==> src/design/prwht_mul.sv <==
// Shared registered signed 33x33 multiplier.
module prwht_mul
(
    input  logic               clk,
    input  logic signed [32:0] a,
    input  logic signed [32:0] b,
    output logic signed [65:0] p
);

    logic signed [65:0] p_reg;

    always_ff @(posedge clk)
    begin
        p_reg <= a * b;
    end

    assign p = p_reg;

endmodule

==> config.mk <==
export PLATFORM = sky130hd
export DESIGN_NAME = prwht_mul
export DESIGN_NICKNAME = d
export VERILOG_FILES = /design/src/design/prwht_mul.sv
export SDC_FILE = /design/constraint.sdc
export NUM_CORES = 2
export LEC_CHECK = 0
export BUFFER_PORTS_ARGS = -buffer_cell sky130_fd_sc_hd__buf_4
export CAP_MARGIN = 20
export CORE_MARGIN = 8
export CORE_UTILIZATION = 40
export CTS_CLUSTER_DIAMETER = 100
export CTS_CLUSTER_SIZE = 30
export DETAILED_ROUTE_END_ITERATION = 10
export PLACE_DENSITY = 0.58
export SYNTH_ARGS = -nofsm -noshare
export SYNTH_HDL_FRONTEND = slang
export SYNTH_SLANG_ARGS = --single-unit
==> constraint.sdc <==
create_clock -name clk -period 9 [get_ports clk]
set_input_delay 0.9 -clock clk [delete_from_list [all_inputs] [get_ports clk]]
set_output_delay 0.9 -clock clk [all_outputs]
set_load 0.02 [all_outputs]
== Word-level counts from Yosys, hierarchy flattened ==
Cells that the tools add are included.
Widths: inputs -> output; s select.
Cells by class
  multipliers: 1
Operators by type and width (count)
  $mul 33x33->66: 1
Word-level totals
  input port bits: 67
  register bits after elaboration: 66

== Depth between registers and ports, before layout ==
  depth in word-level cells: 1
  depth in mapped cells: 27

== Least setup slack after synthesis ==
Ideal clock, no wire load.
  path kind: in2reg
  start point: input port a[32]
  end point: register p_reg[62], in the netlist p[62]
  buffers on the path: 2
  stages: 23
  arrival: 8.057 ns
  data required time: 8.921 ns
  slack: 0.864 ns
  path through: clkbuf_1 -> nand2_1 -> inv_1 -> fa_1 -> fa_1 -> fa_1 -> fa_1 -> fa_1 -> fa_1 -> fa_1 -> inv_1 -> fa_1 -> inv_1 -> ha_1 -> clkbuf_1 -> and3_1 -> nand3_1 -> nand2b_1 -> a2111oi_4 -> a211oi_4 -> a21o_2 -> a21o_1 -> a211oi_2
On the way
  longest elaborated chain between the ends: 1
Ends and longest elaborated chain
  start: declaration: line 5  | input logic signed [32:0] a,
  $mul 33x33->66: line 14  | p_reg <= a * b;
  end signal: assignment: line 14
  end: declaration: line 10  | logic signed [65:0] p_reg;
No other way between the ends.

== Worst setup path after layout ==
  start point: input port b[10]
  end point: register p_reg[58], in the netlist p[58]
On the way
  longest elaborated chain between the ends: 1
Ends and longest elaborated chain
  start: declaration: line 6  | input logic signed [32:0] b,
  $mul 33x33->66: line 14
No other way between the ends.

==> flow_metrics.py <==
metrics = {
    "run_status": {
        "status": "completed",
    },
    "place": {
        "routabilityCongestion": 0.872,
        "port_buffers": 132,
        "hpwl_mm": 92.0,
    },
    "clocking": {
        "numCtsBuffers": 9,
        "cts_tree": "built",
        "cts-root-buf": "clkbuf_16",
        "clockBufferDepth": 2,
        "clock_sinks": 66,
        "clk_pin_slew_ns": 0.07,
        "h-tree-depth": 3,
        "cts_resized": 0,
        "post_cts_buffers": 0,
        "hold_buffers": 0,
    },
    "global_route": {
        "grt_pass1_vias": 31600,
        "grt_start_max_net_pins": 34,
        "grt.total_usage": 0.207,
        "grt_pass1_wl_mm": 180,
        "antenna_found_initial": 5,
        "overflow": 0,
    },
    "synthesis": {
        "syn_nets": 5767,
        "ys_seq_area_frac": 0.0324,
        "synth_edf_count": 0,
        "yosysWarnings": 0,
        "ys_seq_elements": 66,
        "syn_area_um2": 40700,
        "synth_ff_type": "dfxtp_1",
        "avgSynthCellArea_um2": 9.39,
        "synth_cell_types": 80,
        "ys_async_sr_fraction": 0,
        "synthCells": 4338,
    },
    "drt": {
        "drt_iter0_drc": 1573,
        "wl_per_cell_um": 19.3,
        "dr.pass1.iters": 4,
        "routed_wl_mm": 110,
        "drc_errors": 0,
        "drt.antenna.violating_nets": 0,
        "post_drt_via_cell_ratio": 4.92,
        "vias": 28100,
    },
    "sta": {
        "maxSlewViolCount": 0,
        "worst_pin_slew_ns": 1.02,
        "hold_viol_final": 0,
        "min_period_ns": 8.30,
        "fin_tns_setup_ns": 0,
        "fin_crit_sh": 0.922,
        "finalSetupViolations": 0,
        "relSlewSlack": 0.320,
        "max_freq_ghz": 0.120,
        "rsz0062_at_grt": "false",
    },
    "floorplan": {
        "pin_count": 133,
        "core_area_um2": 101000,
        "die_area_um2": 112000,
        "initial_utilization": 0.402,
        "placementRows": 117,
        "dieWidth_um": 335,
        "die_h_um": 335,
    },
    "critical_path": {
        "worstSetupEndpointType": "register",
        "crit_type": "in -> reg",
        "worstPathArrival_ns": 8.62,
        "cp_max_fo": 33,
        "critPathLaunchType": "primary input",
        "critPathRequiredTime_ns": 9.32,
    },
    "hold_path": {
        "min_path_type": "in -> reg",
    },
    "run": {
        "drv_cap": 0,
    },
    "cells_and_area": {
        "layout-drive-gt1-share": 0.0575,
        "synthToLayoutAreaGrowth_pct": 6.45,
        "largest_reg_flops": 66,
        "nets": 5752,
    },
}
==> layout make-up <==
cell class | instances | area (um^2)
timing repair buffer | 195 | 1490
tap | 1368 | 1710
multi-input combinational | 2920 | 34300
clock buffer | 9 | 225
sequential | 66 | 1320
antenna | 2 | 5.00
clock inverter | 7 | 46.3
inverter | 1131 | 4250
fill | 10100 | 58100
==> cells by family after synthesis <==
family,after synthesis,synth area share
AO/OA/AOI/OAI,219,0.0407
XOR/XNOR,68,0.0146
adder cells (fa/ha/maj),1362,0.629
buffers and inverters,1352,0.125
flip-flops,66,0.0324
AND/OR/NAND/NOR,1271,0.158
==> cells in the mapped netlist, types with 7 or more instances <==
| cell | number | area share |
|---|---|---|
| and2_1 | 562 | 0.086 |
| fa_1 | 1145 | 0.56 |
| inv_1 | 1131 | 0.10 |
| nand4_1 | 11 | 0.0017 |
| clkbuf_1 | 208 | 0.019 |
| o21bai_1 | 11 | 0.0020 |
| nor3_1 | 7 | 0.00086 |
| nor2_1 | 68 | 0.0063 |
| buf_2 | 11 | 0.0014 |
| xnor2_1 | 43 | 0.0092 |
| xor2_1 | 25 | 0.0054 |
| nand3_1 | 25 | 0.0031 |
| a31oi_1 | 8 | 0.0012 |
| o21ai_0 | 25 | 0.0031 |
| dfxtp_1 | 66 | 0.032 |
| nand2b_1 | 12 | 0.0018 |
| nand2_1 | 551 | 0.051 |
| a21oi_1 | 57 | 0.0070 |
| a211oi_1 | 7 | 0.0013 |
| ha_1 | 217 | 0.067 |
| a21o_1 | 36 | 0.0066 |
==> per-layer routing <==
metal  GRT usage  wire, um  up-vias
li1            -         -    12300
met1       0.267     45500    14900
met2       0.355     55200      697
met3      0.0307      5470      183
met4      0.0714      4010        2
met5           0         7        -
==> stage by stage <==
step / setup slack, ns / cell area [um^2] / std cells / hold slack [ns] / utilization
6_report: 0.700 / 43400 / 5698 / 1.14 / 0.427
5_1_grt: 0.436 / 43400 / 5697 / 1.12 / 0.427
4_1_cts: 0.819 / 43400 / 5696 / 1.10 / 0.427
3_5_place_dp: 0.388 / 43100 / 5680 / 1.31 / 0.425
3_3_place_gp: 0.462 / 43100 / 5680 / 1.32 / 0.425
2_1_floorplan: 0.864 / 40700 / 4338 / 1.03 / -
==> worst max-delay path, stage by stage <==
cell and delay (ns):
buf_4 0.41, and2_1 0.23, fa_1 0.45, fa_1 0.55, inv_1 0.05, fa_1 0.52
inv_1 0.05, fa_1 0.49, fa_1 0.61, fa_1 0.44, fa_1 0.50, inv_1 0.05
fa_1 0.47, inv_1 0.04, ha_1 0.37, a21oi_1 0.16, o21ai_0 0.61, a22oi_1 0.35
buf_4 0.24, a2111oi_4 0.24, a211oi_4 0.10, buf_4 0.19, a21oi_2 0.20, nor4b_2 0.07
a311oi_1 0.26
==> worst paths after layout <==
path	from	end	slack, ns	cells after the start
worst min-delay path	b[0]	p[0]	1.14	3
worst max-delay path	b[10]	p[58]	0.70	25
==> cell usage in the layout, fill, tap and decap left out, types with 4 or more instances in the layout <==
master     synthesis  routed
nor3_1             7       7
and2_1           562     562
a211o_1            6       6
o21a_1             6       6
buf_4              0     193
and3_1             5       5
clkbuf_16          0       9
xor2_1            25      25
a21oi_1           57      57
fa_1            1145    1144
a21o_1            36      36
dfxtp_1           66      66
nand2b_1          12      12
and4_1             5       5
nor2_1            68      68
a31oi_1            8       8
a211oi_1           7       7
nor2b_1            5       5
o211ai_1           4       4
o21bai_1          11      11
o21ai_1            6       6
inv_1           1131    1131
nand3_1           25      25
nand2_1          551     551
o21ai_0           25      25
ha_1             217     217
nand4_1           11      11
xnor2_1           43      43
Power is left out: the tool's default activity adds up to more than one toggle a clock period on the data nets, which glitch-free logic cannot reach.
